<file path="src/hw/rtl/ctgr_div.sv">
`timescale 1ns / 1ps
module ctgr_div #(
  parameter int MW = 30,
  parameter int SW = 13
) (
  input  logic          clk,
  input  logic          en,
  input  logic [MW-1:0] num,
  input  logic [SW-1:0] den,
  output logic [15:0]   level
);
  localparam int DW = (MW > SW + 16) ? MW : SW + 16;

  logic [DW-1:0] rem [17];
  logic [SW-1:0] dv  [17];
  logic [15:0]   quo [17];
  logic          sat [17];

  always_ff @(posedge clk) begin
    if (en) begin
      rem[0] <= DW'(num);
      dv[0]  <= den;
      quo[0] <= 16'd0;
      sat[0] <= DW'(num) >= (DW'(den) << 16);
    end
  end

  for (genvar j = 1; j <= 16; j++) begin : g_stage
    localparam int K = 16 - j;
    logic [DW-1:0] sub;
    logic          take;
    always_comb begin
      sub  = DW'(dv[j-1]) << K;
      take = rem[j-1] >= sub;
    end
    always_ff @(posedge clk) begin
      if (en) begin
        rem[j] <= take ? rem[j-1] - sub : rem[j-1];
        dv[j]  <= dv[j-1];
        sat[j] <= sat[j-1];
        quo[j] <= quo[j-1] | (16'(take) << K);
      end
    end
  end

  assign level = sat[16] ? 16'hFFFF : quo[16];

endmodule
</file>
<file path="config.mk">
export PLATFORM = sky130hd
export DESIGN_NAME = ctgr_div
export DESIGN_NICKNAME = d
export VERILOG_FILES = /design/src/hw/rtl/ctgr_div.sv
export SDC_FILE = /design/constraint.sdc
export NUM_CORES = 1
export LEC_CHECK = 0
export ABC_AREA = 0
export ABC_CLOCK_PERIOD_IN_PS = 4050
export BUFFER_PORTS_ARGS = -buffer_cell sky130_fd_sc_hd__buf_2
export CORE_MARGIN = 4
export CORE_UTILIZATION = 60
export DETAILED_ROUTE_END_ITERATION = 12
export GPL_ROUTABILITY_DRIVEN = 0
export PLACE_DENSITY = 0.87
export SLEW_MARGIN = 20
export SYNTH_ARGS = -nofsm -noshare
export SYNTH_HDL_FRONTEND = slang
export SYNTH_SLANG_ARGS = --single-unit
</file>
<file path="constraint.sdc">
create_clock -name clk -period 4.05 [get_ports clk]
set_clock_uncertainty 0.05 [all_clocks]
set_input_delay 0.2025 -clock clk [delete_from_list [all_inputs] [get_ports clk]]
set_output_delay 0.2025 -clock clk [all_outputs]
set_load 0.02 [all_outputs]
</file>
==> impl_metrics.json, run 1 <==
{
  "intPower_mw": 19.1,
  "detailed_place_hpwl_mm": 61.2,
  "dr.first_iter.drc_count": 3573,
  "synth_area_leader_cell": "edfxtp_1",
  "synth_commonest_cells": "edfxtp_1, inv_1, nor2_1, ha_1, a21oi_1",
  "drv_cap": 0,
  "vias": 28340,
  "clk_latency_ns": 0.64,
  "core-area_um2": 67800,
  "hold_viol_final": 0,
  "sequentialPowerShare_pct": 45.1,
  "grt_pass1_wl_mm": 153,
  "yosysMostFrequentCell": "edfxtp_1",
  "cts_root_buffer": "clkbuf_16",
  "via_per_inst": 6.44,
  "worst_ep_arrival_time_ns": 4.07,
  "start_util_pct": 61.0,
  "p_leak_nw": 17.3,
  "h-tree-depth": 3,
  "crit_path_start": "rem[0][44]",
  "max-slew-margin-rel_pct": 25.7,
  "synthCells": 3296,
  "final_cells": 4401,
  "grt_usage_pct": 26.1,
  "synth_top_area_share_pct": 61.1,
  "cp.required_ns": 4.38,
  "num_io_pins": 61,
  "yosys_most_used_dff": "edfxtp_1",
  "numCtsBuffers": 81,
  "cts_tree": "built",
  "timing.fmax_mhz": 267,
  "cts.path.max_buffers": 3,
  "period_share_pct": 92.4,
  "route.detailed.drc": 0,
  "wl_mm": 97.3,
  "cts_sinks": 841,
  "dr.pass1.iters": 6,
  "die_width_um": 271,
  "syn_area_per_cell_um2": 12.5,
  "p_comb_share_pct": 29.0,
  "ir_drop_uv": 429,
  "synth_seq_area_share_pct": 61.1,
  "tightestPinTransition_ns": 1.10,
  "drv_slew": 0,
  "grt_pass1_vias": 28318,
  "yosys_register_bits": 841,
  "fin_nets": 3747,
  "drtAntennaViolNets": 0,
  "outcome": "finished, final reports clean",
  "io_buffers": 60,
  "powerDensity_nw_per_um2": 619,
  "switchingPower_mw": 9.27,
  "end_kind": "flip-flop",
  "grt_max_degree": 125,
  "hold_path.startpoint": "en",
  "rsz0062_at_grt": "no",
  "clk_pin_slew_worst_paths_ns": 0.07,
  "dp_slack_ns": 0.399,
  "yosys_warnings": 0,
  "die_area_um2": 73200,
  "worstSetupPathType": "reg2reg",
  "setup_violations": 0,
  "synth-edff-count": 841,
  "overflow": 0,
  "r2r_start": "rem[0][44]",
  "drive_above_1_share_pct": 8.96,
  "synthTopCellsByArea": "edfxtp_1, ha_1, xor2_1",
  "async_flop_share_pct": 0,
  "worstPathMaxFanout": 14,
  "p_sw_share_pct": 32.7,
  "timing.hold.ws_ns": 0.0647,
  "fin_crit_ns": 3.74,
  "min_path_type": "in2reg",
  "setup_slack_ns": 0.309,
  "cp-start-kind": "flip-flop",
  "synth_area_um2": 41300,
  "placed_cells": 4213,
  "fp-row-count": 95,
  "fin_setup_tns_ns": 0,
  "area_growth_pct": 11.0,
  "p_clk_share_pct": 25.8,
  "yosysUniqueCellTypes": 77,
  "detail_route.wl_per_cell_um": 22.1,
  "syn_nets": 3577,
  "die_y_um": 271,
  "antenna_found_initial": 3
}
## per-layer routing
| layer | up-vias | global-route usage [%] | share of wire (%) |
|---|---|---|---|
| met5 | - | 0 | 0.019 |
| met4 | 2 | 15.3 | 6.9 |
| met3 | 450 | 4.32 | 7.1 |
| met2 | 1634 | 47.9 | 52 |
| met1 | 13610 | 28.4 | 34 |
| li1 | 12644 | - | - |
## flip-flops by register name, summed over array words and instances (netlist names)
name,cells
dv,208
quo,136
rem,480
sat,17
## worst paths after layout
check | end | slack (ns) | cells after the start
setup / recovery | rem[0][78] | 0.31 | 12
setup reg to reg | rem[0][78] | 0.31 | 12
hold reg to reg | quo[13][11] | 0.36 | 0
hold / removal | dv[0][103] | 0.06 | 1
## worst max-delay path, cell delays in order, from the launching register on
cell	delay [ns]
edfxtp_1	0.36
inv_1	0.11
ha_1	0.24
inv_1	0.10
fa_1	0.44
a211oi_1	0.32
o21a_1	0.24
o211a_1	0.19
o21ai_0	0.13
a211oi_1	0.48
nor2b_1	0.19
buf_4	0.25
mux2_2	0.36
## final cells by class
class	count	area, µm²
flip-flops and latches	841	25300
fillers	4151	21900
clock inverters	49	365
multi-input cells	2117	14800
clock buffers	95	2120
diodes	1	2.50
well taps	873	1090
repair buffers	144	1150
inverters	281	1050
## cells in the final DEF (no fill, tap or decap), types with 59 or more instances in the layout
master	netlist	layout
edfxtp_1	841	841
inv_1	280	280
nor2_1	227	227
ha_1	221	221
a21oi_1	211	211
nand2_1	175	175
o21ai_0	169	169
xor2_1	146	146
xnor2_1	114	114
clkbuf_16	0	83
nor3_1	80	80
nor4_1	60	60
buf_2	5	59
## per-stage QoR
stage	power (mW)	utilization (%)	cell area (µm²)
after floorplan	18.5	-	41300
after global placement	20.3	63.4	42900
after detailed placement	20.7	63.4	42900
after CTS	28.1	67.7	45900
after global routing	29.7	67.7	45900
final	28.4	67.7	45900
## power by group through the flow
stage                     sequential [mW]  clock, mW  combinational (mW)
after floorplan                      12.4          0                6.07
after CTS                            12.8       7.32                8.06
final                                12.8       7.33                8.24
after global routing                 12.9       7.77                9.03
after global placement               12.8          0                7.44
after detailed placement             12.9          0                7.78
## kinds of logic (layout without fill, tap and decap cells)
| kind of cell | after synthesis | after routing | share of synthesized area, % |
|---|---|---|---|
| compound gates | 668 | 668 | 10.1 |
| flops | 841 | 841 | 61.1 |
| xor+xnor | 260 | 260 | 5.51 |
| mux | 46 | 46 | 1.24 |
| simple gates | 907 | 907 | 11.5 |
| buf+inv | 338 | 569 | 3.16 |
| fa+ha+maj | 236 | 236 | 7.41 |
| other cells | 0 | 1 | 0 |
## timing repair
item | 4_1_cts | 5_1_grt
setup buffers | 0 | 0
resized for setup | 0 | 2
setup endpoints to repair | 0 | 2
hold endpoints to repair | 44 | 0
hold buffers | 43 | 0
Power figures use the tool's default switching activity.
==> run 2: changes to the inputs <==
--- a/config.mk
+++ b/config.mk
@@ -10,6 +10,7 @@
 export BUFFER_PORTS_ARGS = -buffer_cell sky130_fd_sc_hd__buf_2
 export CORE_MARGIN = 4
 export CORE_UTILIZATION = 60
+export CTS_BUF_LIST = sky130_fd_sc_hd__clkbuf_4 sky130_fd_sc_hd__clkbuf_8
 export DETAILED_ROUTE_END_ITERATION = 12
 export GPL_ROUTABILITY_DRIVEN = 0
 export PLACE_DENSITY = 0.87
==> run 2 against run 1 <==
Cell area up 0.23%; clock power fell by 2%; power down 0.64%; clock-buffer cell count is 82 higher; cell count rose by 2.1%; largest power group unchanged.
==> impl_metrics.json, run 2 (synthesis gave the netlist of run 1 again) <==
{
  "routed.top_layer": "met5",
  "vias": 28491,
  "placed_cell_area_um2": 42900,
  "dr.pass1.iters": 6,
  "drv_slew": 0,
  "drive_above_1_share_pct": 11.5,
  "die_y_um": 271,
  "final_common_cell": "edfxtp_1",
  "start_util_pct": 61.0,
  "end_kind": "flip-flop",
  "powerDensity_nw_per_um2": 613,
  "drv_cap": 0,
  "wl_met2_mm": 49.9,
  "outcome": "finished, final reports clean",
  "reg_top3": "rem x480, dv x208, quo x136",
  "route.detailed.drc": 0,
  "die_width_um": 271,
  "p_leak_nw": 17.4,
  "grt_pass1_vias": 28881,
  "timing.hold.ws_ns": 0.0671,
  "max-slew-margin-rel_pct": 26.1,
  "min_path_type": "in2reg",
  "overflow": 0,
  "cts_tree": "built",
  "fill_cells": 4197,
  "hold_viol_final": 0,
  "largest_register": "rem",
  "tightestPinTransition_ns": 1.09,
  "io_buffers": 60,
  "met1_length_mm": 32.7,
  "drtAntennaViolNets": 0,
  "worst_ep_arrival_time_ns": 4.27,
  "postLayoutCellArea_um2": 46000,
  "die_area_um2": 73200,
  "grt_pass1_wl_mm": 150,
  "detailed_place_hpwl_mm": 61.2,
  "period_share_pct": 94.0,
  "grt_max_degree": 125,
  "clk_latency_ns": 0.82,
  "grt_usage_pct": 25.6,
  "cts_sinks": 841,
  "fin_nets": 3800,
  "ir_drop_uv": 410,
  "post_cts_buffers": 0,
  "cts_root_buffer": "clkbuf_8",
  "fin_crit_ns": 3.81,
  "cp-start-kind": "flip-flop",
  "crit_family": "compound AO/OA/AOI/OAI gates",
  "worstSetupPathType": "reg2reg",
  "numCtsBuffers": 133,
  "critPathMostFrequentCell": "a2111oi_0",
  "critPathBufInv": 1,
  "largest_register_ffs": 480,
  "crit_path_max_incr_delay_ns": 0.67,
  "core-area_um2": 67800,
  "area_growth_pct": 11.2,
  "clk_pin_slew_worst_paths_ns": 0.08,
  "via_per_inst": 6.34,
  "wl_met3_mm": 6.94,
  "detail_route.wl_per_cell_um": 21.3,
  "crit_slowest_cell": "a2111oi_0",
  "h-tree-depth": 4,
  "worstPathMaxFanout": 5,
  "antenna_found_initial": 7,
  "fp-row-count": 95,
  "num_io_pins": 61,
  "setup_violations": 0,
  "cp_cell_sequence": "inv_1 > ha_1 > nor2b_1 > o31ai_1 > a21oi_1 > a2111oi_0 > o21bai_1 > a2111oi_0 > xor2_1",
  "final_util_pct": 67.9,
  "timing.fmax_mhz": 263,
  "dr.first_iter.drc_count": 2897,
  "fin_setup_tns_ns": 0,
  "rsz0062_at_grt": "no",
  "cp.required_ns": 4.52,
  "final_cells": 4492,
  "wl_mm": 95.7,
  "cts.path.max_buffers": 3,
  "placed_cells": 4213,
  "mostFrequentLayoutCells": "edfxtp_1, inv_1, nor2_1"
}
-- run 2: final cells by class --
class                      instances  area [µm²]  share of cell area (%)
clock buffer                     177        2170                    4.71
antenna                            2        5.00                  0.0109
tap                              873        1090                    2.38
sequential                       841       25300                    54.9
clock inverter                    56         412                   0.895
inverter                         281        1050                    2.29
timing repair buffer             145        1160                    2.52
multi-input combinational       2117       14800                    32.3
-- run 2: metal layers --
layer / GRT usage (%) / up-vias
li1: - / 12772
met1: 27.0 / 13671
met2: 46.9 / 1577
met3: 5.35 / 465
met4: 15.4 / 6
met5: 0 / -
-- run 2: path summary, 6_finish.rpt --
check / startpoint / to / slack [ns] / depth (start not counted)
setup / recovery: dv[0][105] / rem[0][294] / 0.24 / 9
hold / removal: den[3] / dv[0][3] / 0.07 / 2
setup reg to reg: dv[0][105] / rem[0][294] / 0.24 / 9
hold reg to reg: quo[6][11] / quo[7][11] / 0.35 / 0
-- run 2: power breakdown --
group | leakage (nW) | internal, mW | switching, mW | total, mW
Combinational | 8.00 | 3.47 | 4.71 | 8.18
Sequential | 8.08 | 11.7 | 1.12 | 12.8
Clock | 1.37 | 3.67 | 3.55 | 7.22
-- run 2: what timing repair did --
item / CTS / global route
hold buffers: 44 / 0
endpoints found under the setup margin: 0 / 2
gates resized for setup: 0 / 2
hold endpoints to repair: 111 / 0
-- run 2: per-stage QoR --
stage	worst slack, ns	total power [mW]
global placement	0.494	20.3
finish	0.245	28.2
global route	0.0524	29.6
floorplan	0.616	18.5
CTS	0.184	27.9
detailed placement	0.399	20.7
