File: src/hw/rtl/ctgr_pkg.sv
`timescale 1ns / 1ps
package ctgr_pkg;

  typedef enum logic [1:0] {
    REG_TEMPERATURE = 2'd0,
    REG_RAMP_LENGTH = 2'd1
  } ctgr_reg_t;

  localparam logic [15:0] T_NORM  = 16'd6500;
  localparam logic [15:0] T_ZERO  = 16'd700;
  localparam logic [15:0] T_SHIFT = 16'd5800;
  localparam logic [15:0] LN2_Q16 = 16'd45426;

  localparam logic signed [19:0] KG_LO0 = -20'sd96830;
  localparam logic signed [17:0] KG_LO1 = 18'sd18737;
  localparam logic signed [19:0] KB_LO0 = -20'sd287258;
  localparam logic signed [17:0] KB_LO1 = 18'sd40712;
  localparam logic signed [19:0] KR_HI0 = 20'sd114944;
  localparam logic signed [17:0] KR_HI1 = -18'sd7542;
  localparam logic signed [19:0] KG_HI0 = 20'sd97794;
  localparam logic signed [17:0] KG_HI1 = -18'sd4924;

  localparam logic [16:0] GAIN_ONE = 17'd65536;

  typedef struct packed {
    logic high;
    logic zero;
  } ctgr_branch_t;

  function automatic logic [15:0] ln_tab(input logic [4:0] k);
    logic [15:0] v;
    case (k)
      5'd0:  v = 16'd0;
      5'd1:  v = 16'd3973;
      5'd2:  v = 16'd7719;
      5'd3:  v = 16'd11262;
      5'd4:  v = 16'd14624;
      5'd5:  v = 16'd17822;
      5'd6:  v = 16'd20870;
      5'd7:  v = 16'd23783;
      5'd8:  v = 16'd26573;
      5'd9:  v = 16'd29248;
      5'd10: v = 16'd31818;
      5'd11: v = 16'd34292;
      5'd12: v = 16'd36675;
      5'd13: v = 16'd38975;
      5'd14: v = 16'd41197;
      5'd15: v = 16'd43347;
      default: v = 16'd45426;
    endcase
    return v;
  endfunction

endpackage

File: src/hw/rtl/ctgr_gain.sv
`timescale 1ns / 1ps
module ctgr_gain (
  input  logic                   clk,
  input  logic                   en,
  input  logic [19:0]            ln,
  input  ctgr_pkg::ctgr_branch_t branch,
  output logic [16:0]            gain_r,
  output logic [16:0]            gain_g,
  output logic [16:0]            gain_b
);
  import ctgr_pkg::*;

  logic signed [19:0] k0a, k0b;
  logic signed [17:0] k1a, k1b;
  logic signed [20:0] lns;
  logic signed [39:0] sa, sb;
  ctgr_branch_t       br;
  logic [16:0]        ga, gb;

  function automatic logic [16:0] clamp(input logic signed [39:0] s);
    logic [16:0] g;
    if (s[39] || s == 40'sd0) g = 17'd0;
    else if (|s[38:32]) g = GAIN_ONE;
    else g = 17'((34'(s[31:0]) + 34'd32768) >> 16);
    return g;
  endfunction

  always_comb begin
    lns = signed'({1'b0, ln});
    k0a = branch.high ? KR_HI0 : KG_LO0;
    k1a = branch.high ? KR_HI1 : KG_LO1;
    k0b = branch.high ? KG_HI0 : KB_LO0;
    k1b = branch.high ? KG_HI1 : KB_LO1;
  end

  always_ff @(posedge clk) begin
    if (en) begin
      sa <= 40'(k1a * lns) + (40'(k0a) <<< 16);
      sb <= 40'(k1b * lns) + (40'(k0b) <<< 16);
      br <= branch;
    end
  end

  always_comb begin
    ga = clamp(sa);
    gb = clamp(sb);
  end

  always_ff @(posedge clk) begin
    if (en) begin
      if (br.high) begin
        gain_r <= ga;
        gain_g <= gb;
        gain_b <= GAIN_ONE;
      end else begin
        gain_r <= GAIN_ONE;
        gain_g <= br.zero ? 17'd0 : ga;
        gain_b <= br.zero ? 17'd0 : gb;
      end
    end
  end

endmodule

File: config.mk
export PLATFORM = sky130hd
export DESIGN_NAME = ctgr_gain
export DESIGN_NICKNAME = d
export VERILOG_FILES = /design/src/hw/rtl/ctgr_pkg.sv /design/src/hw/rtl/ctgr_gain.sv
export SDC_FILE = /design/constraint.sdc
export NUM_CORES = 1
export LEC_CHECK = 0
export ABC_CLOCK_PERIOD_IN_PS = 11110
export BUFFER_PORTS_ARGS = -buffer_cell sky130_fd_sc_hd__buf_2
export CAP_MARGIN = 20
export CORE_MARGIN = 2
export CORE_UTILIZATION = 60
export DETAILED_ROUTE_END_ITERATION = 7
export GPL_TIMING_DRIVEN = 0
export PLACE_DENSITY = 0.85
export SLEW_MARGIN = 5
export SYNTH_ARGS = -nofsm -noshare
export SYNTH_HDL_FRONTEND = slang
export SYNTH_SLANG_ARGS = --single-unit
File: constraint.sdc
create_clock -name clk -period 11.11 [get_ports clk]
set_input_delay 1.111 -clock clk [delete_from_list [all_inputs] [get_ports clk]]
set_output_delay 1.111 -clock clk [all_outputs]
set_load 0.005 [all_outputs]
==> results of run 1 <==
## metal layers
layer	wire, um	vias up	track usage
met5	0	-	0
li1	-	7044	-
met4	2140	0	0.114
met2	27900	714	0.504
met1	22300	7927	0.393
met3	4470	120	0.0587
## worst max-delay path, stage by stage
cell and delay, ps:
buf_2 420, clkbuf_1 460, buf_1 630, nand2_1 400, inv_1 530, ha_1 250, inv_1 60, fa_1 520
inv_1 60, fa_1 490, fa_1 570, fa_1 450, fa_1 560, fa_1 430, ha_1 280, clkbuf_1 260
nor3_1 100, a211o_1 230, a311oi_1 590, nor4_4 160, o31ai_2 530, a221o_1 260, a21oi_2 70, xnor2_1 350
## flip-flops by register name (all words and copies together), names as in the netlist
name	count
sa	40
gain_r	17
gain_g	17
br	2
sb	38
gain_b	17
## cell families (layout without fill, tap and decap cells)
kind of cell               after synthesis  count (layout)  share of synthesized area
buffers and inverters                  563             673                     0.0932
other                                    2              63                   0.000331
and+or+nand+nor                        350             350                     0.0731
xor gates and xnor gates                99              99                     0.0382
AOI/OAI and AO/OA                      209             209                     0.0618
adders and majority gates              765             765                      0.560
DFF                                    131             131                      0.173
muxes                                    1               1                   0.000441
## worst min path at each step
stage	start	end	slack, ps	depth (start not counted)
after floorplan	sa[39]$_DFFE_PP_	gain_r[16]$_SDFFCE_PN1P_	580	1
after global placement	sa[39]$_DFFE_PP_	gain_r[16]$_SDFFCE_PN1P_	610	1
after detailed placement	sa[39]$_DFFE_PP_	gain_r[16]$_SDFFCE_PN1P_	630	1
after CTS	sa[39]$_DFFE_PP_	gain_r[16]$_SDFFCE_PN1P_	650	1
after global routing	sb[39]$_DFFE_PP_	gain_g[16]$_DFFE_PP_	660	1
final	sa[39]$_DFFE_PP_	gain_r[16]$_SDFFCE_PN1P_	650	1
## cells in the mapped netlist (all sizes together) (6+ instances only)
| master | number | area (um2) |
|---|---|---|
| clkbuf | 40 | 150 |
| xnor2 | 57 | 499 |
| xor2 | 42 | 368 |
| a21o | 31 | 233 |
| nor2b | 6 | 37.5 |
| a211oi | 8 | 60.1 |
| and3 | 13 | 81.3 |
| nor2 | 95 | 357 |
| inv | 519 | 1950 |
| nand2 | 115 | 432 |
| nand2b | 15 | 93.8 |
| a21oi | 60 | 304 |
| fa | 416 | 8330 |
| o21bai | 12 | 101 |
| or2 | 7 | 43.8 |
| nor4 | 22 | 153 |
| ha | 349 | 4370 |
| o22ai | 17 | 106 |
| a31oi | 6 | 37.5 |
| nand4 | 17 | 106 |
| o21ai | 32 | 164 |
| nor3 | 12 | 60.1 |
| and2 | 8 | 50.1 |
| edfxtp | 131 | 3930 |
| nand3 | 24 | 120 |
| and4 | 6 | 52.6 |
## cell usage in the layout, fill, tap and decap left out, types with 12 or more instances in the layout
master     instances
a21o_1            31
nor3_1            12
nand2b_1          15
ha_1             349
nor4_1            21
edfxtp_1         131
fa_1             416
o21ai_1           15
and3_1            13
nor2_1            95
nand3_1           24
xor2_1            42
o22ai_1           17
nand4_1           17
nand2_1          115
inv_1            519
clkbuf_16         17
conb_1            62
buf_2             74
o21ai_0           16
xnor2_1           57
clkbuf_1          39
a21oi_1           59
## stage by stage
| stage | instance area (um2) | TNS, ps | util | hold WS, ps | setup slack, ps |
|---|---|---|---|---|---|
| 3_5_place_dp | 24000 | 0 | 0.640 | 627 | 1240 |
| 5_1_grt | 24600 | 0 | 0.656 | 662 | 1220 |
| 4_1_cts | 24600 | 0 | 0.656 | 650 | 1650 |
| 3_3_place_gp | 23900 | -35.1 | 0.638 | 610 | -25.4 |
| 2_1_floorplan | 22900 | 0 | - | 577 | 2620 |
| 6_report | 24600 | 0 | 0.656 | 655 | 1520 |
## layout make-up
type / instances / area (um2)
multi-input combinational: 1486 / 16900
fill: 2848 / 12900
sequential: 131 / 3930
inverter: 520 / 1950
tap: 511 / 639
timing repair buffer: 78 / 447
clock buffer: 17 / 425
buffer: 43 / 164
clock inverter: 15 / 163
antenna: 1 / 2.50
==> flow_summary.toml, run 1 <==
[outcome]
status = "completed"

[setup_path]
critPathMaxFanout = 13
worstPathArrival_ps = 9790
worst_r2r_endpoint = "gain_g[3]$_DFFE_PP_"
crit_type = "in2reg"
cp-endpoint = "sb[39]$_DFFE_PP_"
reg2regPathDepth = 7
start_kind = "input port"
worst_setup_path_end_kind = "flop"
reg2reg_slack_ps = 7790
required_ps = 11310
rr_startpoint = "sb[29]$_DFFE_PP_"
critPathLaunch = "branch[1]"

[floorplanning]
core_um2 = 37500
die_h_um = 198
io_pins = 75
dieArea_um2 = 39400
rows = 71
die_x_um = 198
initial_utilization = 0.605

[route]
vias_per_cell = 5.64
ant_nets = 0
drt_wl_total_um = 56800
dr.pass1.iters = 5
drt-initial-drc-count = 1280
vias = 15805
drt-wirelength-per-cell_um = 20.3
drc = 0

[timing]
hold_viol_final = 0
slew_headroom = 0.350
finalSetupViolCount = 0
layout_min_cycle_time_ps = 9590
rsz0062_at_grt = "no"
period_share = 0.863
worst_pin_slew_ps = 970
max_freq_mhz = 104
clock_skew_ps = 14.1
report.final.slew_viol_count = 0

[clock_network]
holdBufCountCts = 0
clockRootBuffer = "clkbuf_16"
cts_resized = 0
worstSkewPairLatency_ps = 440
clk_pin_slew_ps = 60
clkSinkCount = 131
clock_path_buffers = 2
post-cts-setup-buffers = 0
numCtsBuffers = 17
htreeDepth = 4
cts_tree = "built"

[global_routing]
first_global_vias = 16639
grt_pass1_wl_um = 88700
antenna_found_initial = 0
gr-usage-all-layers = 0.302
grt_max_degree = 76
overflow = 0

[synth]
async_flop_share = 0
yosys_register_bits = 131
synth_cell_types = 63
synth_enable_flop_cells = 131
yosysSeqAreaShare = 0.173
syn_inst = 2120
ys_warn_count = 0
syn_area_um2 = 22700
synthFlopType = "edfxtp_1"
syn_area_per_cell_um2 = 10.7

[finish]
fin_cells = 2802
layout-drive-gt1-share = 0.0555
nNetsFinal = 3066
syn_to_final_growth_pct = 8.39

[job]
drv_cap = 0

[placed_design]
hpwl_um = 49000
port_buffers = 74
gp_congestion = 0.988
dpl.cell_count = 2769

[min_path]
hold_class = "reg2reg"
Power of run 1 is left out: the tool's default activity adds up to more than one toggle a clock period on the data nets, which glitch-free logic cannot reach.
==> run 2: changes to the inputs <==
ABC_CLOCK_PERIOD_IN_PS = 9100   (was 11110)
BUFFER_PORTS_ARGS = not set   (was -buffer_cell sky130_fd_sc_hd__buf_2)
CORE_ASPECT_RATIO = 1.1   (was not set)
DONT_BUFFER_PORTS = 1   (was not set)
PLACE_DENSITY = 0.84   (was 0.85)
clock period = 9.1 ns   (was 11.11 ns; I/O delays follow)
==> flow_summary.toml, run 2 (synthesized netlist as in run 1, its figures left out) <==
[outcome]
status = "completed"

[placed_design]
port_buffers = 0
hpwl_um = 50100
gp_congestion = 0.972
post-place-ws_ps = -465
post_dp_cell_area_um2 = 23600

[global_routing]
gr-usage-all-layers = 0.307
grt_max_degree = 132
antenna_found_initial = 1
first_global_vias = 16788
grt_pass1_wl_um = 91100
overflow = 0

[timing]
max_freq_mhz = 113
clock_skew_ps = 17.1
hold_viol_final = 0
period_share = 0.972
finalSetupViolCount = 0
report.final.slew_viol_count = 0
layout_min_cycle_time_ps = 8840
hold_ws_ps = 572
slew_headroom = 0.430
worst_pin_slew_ps = 855
fin_ws_ps = 256
rsz0062_at_grt = "no"

[setup_path]
worstPathArrival_ps = 9050
crit_type = "in2reg"
critPathSlowestCell = "nor2_2"
start_kind = "input port"
crit_path_cell_trace = "clkbuf_1 > buf_1 > nor2_2 > inv_1 > fa_1 > fa_1 > inv_1 > fa_1 > fa_1 > fa_1 > fa_1 > fa_1 > ha_1 > clkbuf_1 > nor3_1 > a211o_1 > a311oi_1 > nor4_4 > o31ai_2 > a221o_1 > a21oi_2 > xnor2_1"
path_common_cell = "fa_1"
worst_setup_path_end_kind = "flop"
required_ps = 9310
slowest_delay_ps = 660
critPathMaxFanout = 13

[clock_network]
worstSkewPairLatency_ps = 440
clk_pin_slew_ps = 60
clockRootBuffer = "clkbuf_16"
numCtsBuffers = 17
post-cts-setup-buffers = 0
clock_path_buffers = 2
htreeDepth = 4
cts_tree = "built"
clkSinkCount = 131

[route]
drt-wirelength-per-cell_um = 21.3
ant_nets = 0
drc = 0
drt-initial-drc-count = 1043
dr.pass1.iters = 5
vias = 15431
drt_wl_total_um = 57800
vias_per_cell = 5.70

[finish]
top_register = "sa"
layout-drive-gt1-share = 0.0239
final_cell_mix = "inv_1, fa_1, ha_1, edfxtp_1, nand2_1"
n_antenna_cell = 0
fin_area_um2 = 24200
syn_to_final_growth_pct = 6.54
nNetsFinal = 2990
fin_util = 0.649
reg_top3 = "sa: 40 flops, sb: 38 flops"
largest_reg_flops = 40
mostFrequentLayoutCell = "inv_1"

[job]
drv_cap = 0

[floorplanning]
die_x_um = 189
dieArea_um2 = 39400
initial_utilization = 0.610
rows = 74
io_pins = 75
die_h_um = 208
core_um2 = 37200

[min_path]
hold_class = "in2reg"
==> run 2: cell count changes in the layout (fill, tap and decap cells not counted), sizes merged <==
cell and change:
clkinv +3, inv -2, buf -76, diode -1
bufinv -1
==> run 2: critical path: cells and delay by family <==
kind	cells	cell delay, ps
AO/OA/AOI/OAI	5	1690
XOR/XNOR	1	330
adder cells (fa/ha/maj)	8	3910
buffers and inverters	5	1270
AND/OR/NAND/NOR	3	910
==> run 2: path summary, 6_finish.rpt <==
| check | cells after the start | endpoint | slack (ps) | from |
|---|---|---|---|---|
| setup reg to reg | 7 | gain_g[12]$_DFFE_PP_ | 6340 | sa[3]$_DFFE_PP_ |
| hold / removal | 0 | br[0]$_DFFE_PP_ | 570 | branch[0] |
| hold reg to reg | 1 | gain_r[16]$_SDFFCE_PN1P_ | 650 | sa[39]$_DFFE_PP_ |
| setup / recovery | 22 | sb[39]$_DFFE_PP_ | 260 | branch[1] |
==> run 2: per-stage QoR <==
step	std cells	TNS, ps
2_1_floorplan	2180	0
3_3_place_gp	2674	-20440
3_5_place_dp	2675	-2300
4_1_cts	2707	0
5_1_grt	2708	0
6_report	2708	0
==> run 2: timing repair <==
action | in CTS | in global routing
endpoints found under the hold margin | 0 | 0
hold buffers | 0 | 0
endpoints found under the setup margin | 1 | 2
pin swaps | 0 | 0
gates resized for setup | 1 | 1
==> run 2: per-layer routing <==
metal | up-vias | part of all wire | track usage
li1 | 6894 | - | -
met3 | 146 | 0.073 | 0.0646
met5 | - | 0 | 0
met1 | 7754 | 0.37 | 0.371
met4 | 0 | 0.041 | 0.117
met2 | 637 | 0.51 | 0.539
==> run 2: area by class of cell <==
type / instances / area, um2
Buffer: 43 / 164
Clock buffer: 17 / 425
Clock inverter: 15 / 168
Fill cell: 2921 / 13000
Inverter: 520 / 1950
Multi-Input combinational cell: 1486 / 16900
Sequential cell: 131 / 3930
Tap cell: 494 / 618
Timing Repair Buffer: 2 / 38.8
Power of run 2 is left out for the same reason.
