### config.mk
export PLATFORM = sky130hd
export DESIGN_NAME = ctgr_log
export DESIGN_NICKNAME = d
export VERILOG_FILES = /design/src/hw/rtl/ctgr_pkg.sv /design/src/hw/rtl/ctgr_log.sv
export SDC_FILE = /design/constraint.sdc
export NUM_CORES = 1
export LEC_CHECK = 0
export BUFFER_PORTS_ARGS = -buffer_cell sky130_fd_sc_hd__buf_2
export CORE_MARGIN = 5
export CORE_UTILIZATION = 60
export CTS_CLUSTER_SIZE = 24
export DETAILED_ROUTE_END_ITERATION = 16
export PLACE_DENSITY = 0.77
export SETUP_SLACK_MARGIN = 0.2
export SLEW_MARGIN = 20
export SYNTH_ARGS = -nofsm -noshare
export SYNTH_HDL_FRONTEND = slang
export SYNTH_SLANG_ARGS = --single-unit
export TNS_END_PERCENT = 50
### constraint.sdc
create_clock -name clk -period 31.8 [get_ports clk]
set_input_delay 4.77 -clock clk [delete_from_list [all_inputs] [get_ports clk]]
set_output_delay 4.77 -clock clk [all_outputs]
set_load 0.01 [all_outputs]
### src/hw/rtl/ctgr_pkg.sv
`timescale 1ns / 1ps
package ctgr_pkg;

  typedef enum logic [1:0] {
    REG_TEMPERATURE = 2'd0,
    REG_RAMP_LENGTH = 2'd1
  } ctgr_reg_t;

  localparam logic [15:0] T_NORM  = 16'd6500;
  localparam logic [15:0] T_ZERO  = 16'd700;
  localparam logic [15:0] T_SHIFT = 16'd5800;
  localparam logic [15:0] LN2_Q16 = 16'd45426;

  localparam logic signed [19:0] KG_LO0 = -20'sd96830;
  localparam logic signed [17:0] KG_LO1 = 18'sd18737;
  localparam logic signed [19:0] KB_LO0 = -20'sd287258;
  localparam logic signed [17:0] KB_LO1 = 18'sd40712;
  localparam logic signed [19:0] KR_HI0 = 20'sd114944;
  localparam logic signed [17:0] KR_HI1 = -18'sd7542;
  localparam logic signed [19:0] KG_HI0 = 20'sd97794;
  localparam logic signed [17:0] KG_HI1 = -18'sd4924;

  localparam logic [16:0] GAIN_ONE = 17'd65536;

  typedef struct packed {
    logic high;
    logic zero;
  } ctgr_branch_t;

  function automatic logic [15:0] ln_tab(input logic [4:0] k);
    logic [15:0] v;
    case (k)
      5'd0:  v = 16'd0;
      5'd1:  v = 16'd3973;
      5'd2:  v = 16'd7719;
      5'd3:  v = 16'd11262;
      5'd4:  v = 16'd14624;
      5'd5:  v = 16'd17822;
      5'd6:  v = 16'd20870;
      5'd7:  v = 16'd23783;
      5'd8:  v = 16'd26573;
      5'd9:  v = 16'd29248;
      5'd10: v = 16'd31818;
      5'd11: v = 16'd34292;
      5'd12: v = 16'd36675;
      5'd13: v = 16'd38975;
      5'd14: v = 16'd41197;
      5'd15: v = 16'd43347;
      default: v = 16'd45426;
    endcase
    return v;
  endfunction

endpackage

### src/hw/rtl/ctgr_log.sv
`timescale 1ns / 1ps
module ctgr_log (
  input  logic                  clk,
  input  logic                  en,
  input  logic [15:0]           temp,
  output logic [19:0]           ln,
  output ctgr_pkg::ctgr_branch_t branch
);
  import ctgr_pkg::*;

  logic [15:0]  x;
  logic [3:0]   p_c;
  logic [15:0]  n;
  logic [3:0]   p;
  logic [3:0]   idx;
  logic [10:0]  rem;
  ctgr_branch_t br1;
  ctgr_branch_t br1_next;
  logic [15:0]  lo;
  logic [15:0]  hi;
  logic [26:0]  prod;
  logic [15:0]  frac;

  always_comb begin
    br1_next.high = temp >= T_NORM;
    br1_next.zero = temp <= T_ZERO;
    x = br1_next.high ? temp - T_SHIFT : temp - T_ZERO;
    p_c = 4'd0;
    for (int b = 0; b < 16; b++) begin
      if (x[b]) p_c = 4'(b);
    end
    n = 16'(x << (4'd15 - p_c));
  end

  always_ff @(posedge clk) begin
    if (en) begin
      p   <= p_c;
      idx <= n[14:11];
      rem <= n[10:0];
      br1 <= br1_next;
    end
  end

  always_comb begin
    lo   = ln_tab({1'b0, idx});
    hi   = ln_tab(5'({1'b0, idx}) + 5'd1);
    prod = 27'(hi - lo) * 27'(rem);
    frac = 16'((prod + 27'd1024) >> 11);
  end

  always_ff @(posedge clk) begin
    if (en) begin
      ln     <= 20'(p) * 20'(LN2_Q16) + 20'(lo) + 20'(frac);
      branch <= br1;
    end
  end

endmodule

==> metrics.txt, run 1 <==
Synth area leader fa_1; core box area around 24000 um^2; antenna violations before repair 0; largest net degree at the start of global routing 55; vias in the first global route 11779; cells resized by post-CTS repair 0; Synth area leaders fa_1 25%, ha_1 12%, edfxtp_1 8.9%; WL final between 30000 and 40000 um; post-route ant nets 0; post-synth top area share approximately a quarter; sequential share of the synthesized area between 10% and 20%; Post-Syn Instances around 1700; WL per Instance between 15 and 20 um; CTS tree done; worst slew pin tran between 1000 and 1500 ps; Worst Hold Depth 0; Die Y 165 um; clk buf depth 2; total CTS buffers 9; fraction of layout cells with a size suffix above 1 under 10%; R2R depth 50; arrival time at the worst endpoint ~13000 ps; global-route wire length before repair approximately 59000 um; drc violations 0; Initial Util around 60%; top-count cell post-synth inv_1; die footprint roughly 27000 um^2; worst hold path startpoint br1[0]; total number of yosys warnings 0; dpl hpwl 28900 um; worst skew pair latency around 340 ps; post-synthesis register bit count 59; Worst Hold Path EP branch[0]; Critical Path Start Type register; TritonRoute pass-1 iters 6; FF/Latch Area ~1600 um^2; Final Hold Violating Endpoints 0; FP Rows 56; Vias/cell between 5 and 6; CTS H-Tree Depth 3; Synth Cell Area about 14000 um^2; Post-synth EDFFs 43; met3 usage under 10%; Mapped Nets around 2100; DP Area between 10000 and 15000 um^2; async set-reset flop share out of synthesis 0%; overall routing resource usage about 27%; critical path's largest stage delay a little over 600 ps; setup tns final 0 ps; DRT iter0 DRCs 1000; Clock Pin Slew Worst Setup and Hold Paths around 60 ps; grt peak-use layer met2; fin crit period between 10000 and 15000 ps; Distinct cells, synth approximately 100; setup bufs post-CTS 0; area grow syn2layout 4.21%; Critical R2R Capture ln[17]; global placement routability congestion between 0.9 and 1; met2 GRT Util between 40 and 50%; Die X around 170 um; critical path peak fanout 17; Via Count 12071; Data required, critical path 31850 ps; Max Cap Viol 0; CTS root buffer clkbuf_16; Post-synth top flop edfxtp_1; RSZ-0062 raised after global routing no; fin area around 15000 um^2; port bufs 39; CTS sink count about 60; total grt overflow 0; GR met1 Demand/Resource around 37%; Reg-to-Reg Start idx[0]; Nets about 2000; number of diodes 0; crit end category register; Crit Path Category register to register; Synth top cells by count 318 x inv_1, 182 x fa_1, 149 x nand2_1; Slowest cell on crit path ha_1; Top-Level Pins 40; Final Cycle Share 40.6%; Slew HR approximately a quarter; min-delay worst type register to register; Setup Viol. Count Final 0; hold_buf cts 0; Achievable Freq just under 80 MHz; Slew Limit Fails 0; Crit path top cell by count inv_1; Filler Cell Count between 2000 and 2500; average size of a mapped cell ~8.4 um^2; multi-input logic area between 10000 and 15000 um^2; Worst R2R Setup Slack roughly 19000 ps; status finished clean; Clock Skew 9.34 ps
metal layers:
metal  routed length, um  part of all wire [%]
met3                2360                   6.5
met2               17400                    48
met1               15500                    43
met5                   0                     0
met4                 920                   2.5
worst max path at each step:
| stage | startpoint | to | slack (ps) | cells after the start |
|---|---|---|---|---|
| after CTS | idx[0] | ln[17] | 19040 | 50 |
| after global placement | idx[0] | ln[17] | 19430 | 50 |
| after global routing | idx[0] | ln[17] | 18000 | 49 |
| after floorplan | idx[1] | ln[18] | 20570 | 48 |
| final | idx[0] | ln[17] | 18910 | 50 |
| after detailed placement | idx[0] | ln[17] | 19110 | 50 |
metrics by stage:
step / util, % / hold WS (ps) / instances / setup WS, ps
after global routing: 64.0 / 442 / 2030 / 18000
final: 64.0 / 434 / 2030 / 18910
after floorplan: - / 400 / 1730 / 20570
after CTS: 64.0 / 439 / 2030 / 19040
after global placement: 62.7 / 419 / 2014 / 19430
after detailed placement: 62.7 / 418 / 2014 / 19110
layout by cell type (no fill, tap or decap), types with 12 or more instances in the layout:
master,Yosys,routed
a21oi_1,64,64
inv_1,318,318
nand3_1,42,42
ha_1,142,141
o21ai_0,59,59
a31oi_1,14,14
and3_1,16,16
o211ai_1,42,42
xor2_1,14,13
nor2_1,97,97
xnor2_1,42,42
a211oi_1,17,17
mux2i_1,31,31
a21o_1,14,14
nor2b_1,13,13
buf_4,3,12
nand2b_1,18,18
nand2_1,149,149
and2_1,84,84
nor3_1,29,29
edfxtp_1,43,43
buf_2,5,39
fa_1,182,182
dfxtp_1,16,16
flip-flops by register name, indices dropped and copies added (netlist names):
register	count
br1	2
branch	2
idx	4
ln	20
lo	16
p	4
rem	11
cell type report:
cell class                 instances  share of cell area, %
clock buffer                      13                   1.80
clock inverter                     3                  0.133
inverter                         321                   7.98
multi-input combinational       1264                   74.9
sequential                        59                   10.7
tap                              319                   2.64
timing repair buffer              51                   1.89
kinds of logic (layout without fill, tap and decap cells):
| group | after synthesis | after routing | synth area share (%) |
|---|---|---|---|
| muxes | 36 | 36 | 2.55 |
| buffers and inverters | 407 | 388 | 10.9 |
| DFF | 59 | 59 | 11.1 |
| xor gates and xnor gates | 57 | 57 | 3.50 |
| adders and majority gates | 324 | 324 | 37.4 |
| and+or+nand+nor | 508 | 508 | 17.7 |
| AOI/OAI and AO/OA | 339 | 339 | 16.8 |
worst max-delay path, delay by kind of cell (launching register included):
kind	cells	cell delay, ps
adders and majority gates	12	5100
AOI/OAI and AO/OA	18	3960
and+or+nand+nor	10	2050
buffers and inverters	8	680
DFF	1	560
xor gates and xnor gates	2	240
Power of run 1 is left out: the tool's default activity adds up to more than one toggle a clock period on the data nets, which glitch-free logic cannot reach.
==> run 2: changes to the inputs <==
- PLACE_DENSITY: 0.77 -> 0.8
- clock period: 31.8 -> 10.86 ns (I/O delays scaled with it)
==> run 2 against run 1 <==
  * Wire length up 17%
  * Non-clock buffer count is 103 higher
  * Sequential cell count did not move
  * Worst setup slack lost 19000 ps
==> metrics.txt, run 2 (synthesis results as in run 1) <==
status finished clean (unchanged); Vias/cell 6.12 (was 5.95); Die Y 165 um (unchanged); Final Cycle Share 99.4% (was 40.6%); Clock Pin Slew Worst Setup and Hold Paths 50 ps (was 60 ps); number of diodes 0 (unchanged); TritonRoute pass-1 iters 6 (unchanged); post-route ant nets 0 (unchanged); R2R depth 51 (was 50); WL final 42100 um (was 36100 um); CTS tree done (unchanged); fin crit period 10790 ps (was 12900 ps); antenna violations before repair 0 (unchanged); Max Cap Viol 0 (unchanged); Die X 165 um (unchanged); CTS sink count 59 (unchanged); Slowest cell on crit path fa_1 (was ha_1); Crit path top cell by count o21ai_2 (was inv_1); most frequent cells in the layout 293 x inv_1, 178 x fa_1, 142 x nand2_1 (was 318 x inv_1, 182 x fa_1, 149 x nand2_1); CTS H-Tree Depth 3 (unchanged); critical path peak fanout 5 (was 17); critical path's largest stage delay 540 ps (was 620 ps); Initial Util 61.4% (unchanged); total CTS buffers 9 (unchanged); core box area 23600 um^2 (unchanged); Slew HR 28.8% (was 23.5%); Crit Path Category register to register (unchanged); vias in the first global route 12481 (was 11779); DRT iter0 DRCs 1157 (was 1000); overall routing resource usage 28.9% (was 27.0%); Slew Limit Fails 0 (unchanged); hold_buf cts 0 (unchanged); Top-Level Pins 40 (unchanged); crit end category register (unchanged); FP Rows 56 (unchanged); Largest Register ln (unchanged); drc violations 0 (unchanged); min-delay worst type register to register (unchanged); Data required, critical path 10920 ps (was 31850 ps); CTS root buffer clkbuf_16 (unchanged); area grow syn2layout 16.2% (was 4.21%); dpl hpwl 30400 um (was 28900 um); RSZ-0062 raised after global routing yes (was no); Worst Hold Depth 0 (unchanged); fraction of layout cells with a size suffix above 1 20.4% (was 6.90%); Critical Path Start Type register (unchanged); port bufs 39 (unchanged); total grt overflow 0 (unchanged); commonest non-fill, non-tap cell in the layout inv_1 (unchanged); die footprint 27400 um^2 (unchanged); Via Count 13056 (was 12071); Achievable Freq 92.7 MHz (was 77.5 MHz); global placement routability congestion 0.935 (was 0.912); DP Area 15200 um^2 (was 14800 um^2); clk buf depth 2 (unchanged); global-route wire length before repair 63100 um (was 59200 um); Final Hold Violating Endpoints 0 (unchanged); worst slew pin tran 1060 ps (was 1140 ps); Nets 2151 (was 2048); arrival time at the worst endpoint 10850 ps (was 12950 ps); max reg flops 20 (unchanged); Clock Skew 7.39 ps (was 9.34 ps); Setup Viol. Count Final 0 (unchanged); fin area 16800 um^2 (was 15100 um^2); WL per Instance 19.8 um (was 17.8 um); largest net degree at the start of global routing 55 (unchanged); worst skew pair latency 350 ps (was 340 ps)
## run 2: cell types whose count changed in the layout (fill, tap and decap cells not counted), sizes merged
| cell | delta |
|---|---|
| buf | +103 |
| clkinvlp | +5 |
| inv | -3 |
| clkbuf | -2 |
| bufinv | +1 |
| clkinv | -1 |
## run 2: worst max-delay path, delay by kind of cell (launching register included)
family	cells	cell delay, ps
fa+ha+maj	11	4020
compound gates	20	3440
simple gates	10	1700
buf+inv	8	680
flops	1	360
xor+xnor	2	250
## run 2: per-layer routing
layer / global-route usage (%) / up-vias / routed length [um]
met5: 0 / - / 0
met4: 10.8 / 0 / 2080
met3: 4.72 / 174 / 3430
met2: 48.1 / 642 / 20300
met1: 38.2 / 6363 / 16300
li1: - / 5877 / -
## run 2: layout make-up
type                       instances  area (um^2)
clock buffer                      11          243
clock inverter                     5         61.3
fill                            1648         6770
inverter                         321         1220
multi-input combinational       1264        12200
sequential                        59         1610
tap                              319          399
timing repair buffer             154         1110
## run 2: metrics by stage
stage	std cells	hold slack, ps	util [%]	setup TNS (ps)	setup WS [ps]
after CTS	2093	449	66.8	0	182
final	2133	442	71.3	0	69.3
after floorplan	1730	400	-	0	201
after global placement	2065	420	64.6	0	97.9
after detailed placement	2065	436	64.6	-811	-215
after global routing	2133	462	71.3	-2220	-342
## run 2: worst paths after layout
check | from | end | slack (ps)
worst max-delay path | idx[1] | ln[17] | 70
worst min-delay path | br1[0] | branch[0] | 440
worst max register to register | idx[1] | ln[17] | 70
worst min register to register | br1[0] | branch[0] | 440
## run 2: repair_timing
item	4_1_cts	5_1_grt
gates cloned	0	1
setup endpoints to repair	9	11
gates resized for setup	40	169
setup buffers	12	39
pin swaps	19	116
endpoints found under the hold margin	0	0
Power of run 2 is left out for the same reason.
==> run 3: changes to the inputs <==
- CORE_ASPECT_RATIO: unset -> 2
- CORE_UTILIZATION: 60 -> 50
- PLACE_DENSITY: 0.8 -> 0.69
==> run 3 against run 2 <==
  * Sequential cell count unchanged
  * Register-to-register slack improved by 300 ps
  * Wire length increased by 4.6%
  * Die area increased by 19%
  * Non-clock buffer count increased by 4
  * Clock skew increased by 3.2 ps
  * Core utilization decreased by 13 points
  * Worst hold slack got worse by 22 ps
  * Final cell count increased by 2.1%
  * Sequential share of layout area increased by 0.064 points
  * Cell area decreased by 0.67%
  * Global-route usage decreased by 1.5 points
  * Critical path type unchanged
  * Largest cell class unchanged
==> metrics.txt, run 3 (synthesis results as in run 1) <==
status finished clean (unchanged); total CTS buffers 9 (unchanged); post-route ant nets 0 (unchanged); fin crit period 10500 ps (was 10790 ps); max reg flops 20 (unchanged); Slew HR 28.0% (was 28.8%); critical path peak fanout 6 (was 5); global placement routability congestion 1.00 (was 0.935); CTS tree done (unchanged); worst skew pair latency 350 ps (about the same); CTS root buffer clkbuf_16 (unchanged); worst slew pin tran 1080 ps (was 1060 ps); Nets 2155 (was 2151); FP Rows 88 (was 56); RSZ-0062 raised after global routing yes (unchanged); hold_buf cts 0 (unchanged); Critical Path Start Type register (unchanged); Filler Cell Count 2523 (was 1648); TritonRoute pass-1 iters 6 (unchanged); Clock Pin Slew Worst Setup and Hold Paths 60 ps (was 50 ps); clk buf depth 2 (unchanged); CTS H-Tree Depth 3 (unchanged); core box area 28700 um^2 (was 23600 um^2); dpl hpwl 36400 um (was 30400 um); drc violations 0 (unchanged); port bufs 39 (unchanged); global-route wire length before repair 69700 um (was 63100 um); Crit Path Category register to register (unchanged); Final Cycle Share 96.6% (was 99.4%); DRT iter0 DRCs 821 (was 1157); Slew Limit Fails 0 (unchanged); fraction of layout cells with a size suffix above 1 19.1% (was 20.4%); WL per Instance 20.2 um (was 19.8 um); Layout Cells excl Fill 2178 (was 2133); overall routing resource usage 27.4% (was 28.9%); Setup WS pre-CTS -197 ps (was -215 ps); crit end category register (unchanged); Die Y 251 um (was 165 um); Achievable Freq 95.3 MHz (was 92.7 MHz); Final Hold Violating Endpoints 0 (unchanged); critical path's largest stage delay 550 ps (was 540 ps); vias in the first global route 13804 (was 12481); WL final 44100 um (was 42100 um); Top-Level Pins 40 (unchanged); Largest Register ln (unchanged); Clock Skew 10.6 ps (was 7.39 ps); area grow syn2layout 15.4% (was 16.2%); Initial Util 50.4% (was 61.4%); Die X 130 um (was 165 um); total grt overflow 0 (unchanged); Max Cap Viol 0 (unchanged); Setup Viol. Count Final 0 (unchanged); commonest non-fill, non-tap cell in the layout inv_1 (unchanged); CTS sink count 59 (unchanged); Slowest cell on crit path fa_1 (unchanged); Via Count 12738 (was 13056); most frequent cells in the layout 300 x inv_1, 177 x fa_1, 143 x nand2_1 (was 293 x inv_1, 178 x fa_1, 142 x nand2_1); die footprint 32700 um^2 (was 27400 um^2); min-delay worst type register to register (unchanged); arrival time at the worst endpoint 10560 ps (was 10850 ps); Data required, critical path 10930 ps (was 10920 ps); number of diodes 0 (unchanged); Crit path top cell by count fa_1 (was o21ai_2); antenna violations before repair 0 (unchanged); final worst slack 365 ps (was 69.3 ps); Inst Count DP 2132 (was 2065); largest net degree at the start of global routing 55 (unchanged); Vias/cell 5.85 (was 6.12)
run 3: through the flow:
stage / utilization [%] / TNS (ps) / hold WS (ps) / instance area, um^2
floorplan: - / 0 / 400 / 14600
global placement: 53.9 / -57.2 / 411 / 15500
detailed placement: 53.9 / -584 / 406 / 15500
CTS: 56.0 / 0 / 421 / 16100
global route: 58.2 / -158 / 441 / 16700
finish: 58.2 / 0 / 421 / 16700
run 3: worst paths after layout:
kind	start	slack (ps)	end	cells after the start
worst max-delay path	idx[0]	360	ln[17]	51
worst min-delay path	br1[1]	420	branch[1]	0
worst max register to register	idx[0]	360	ln[17]	51
worst min register to register	br1[1]	420	branch[1]	0
run 3: area by class of cell:
type | count | area [um^2] | area share (%)
timing repair buffer | 158 | 1140 | 6.80
tap | 360 | 450 | 2.69
multi-input combinational | 1264 | 12000 | 72.0
clock buffer | 9 | 225 | 1.35
inverter | 321 | 1210 | 7.23
sequential | 59 | 1610 | 9.63
clock inverter | 7 | 56.3 | 0.336
run 3: worst max-delay path: cells and delay by family (launching register included):
| kind | cells | cell delay (ps) |
|---|---|---|
| fa+ha+maj | 12 | 4240 |
| compound gates | 18 | 3040 |
| simple gates | 11 | 1720 |
| buf+inv | 8 | 530 |
| flops | 1 | 410 |
| xor+xnor | 2 | 250 |
run 3: metal layers:
layer  vias to the layer above  track usage [%]  part of all wire, %
met2                       391             52.4                   56
met4                         0             25.2                   11
met3                       243             2.00                  2.9
met1                      6219             24.1                   30
met5                         -                0                    0
li1                       5885                -                    -
run 3: what timing repair did:
| item | 4_1_cts | 5_1_grt |
|---|---|---|
| resized for setup | 61 | 112 |
| pin swaps | 33 | 105 |
| setup endpoints to repair | 8 | 11 |
| buffers inserted | 11 | 19 |
Power of run 3 is left out for the same reason.
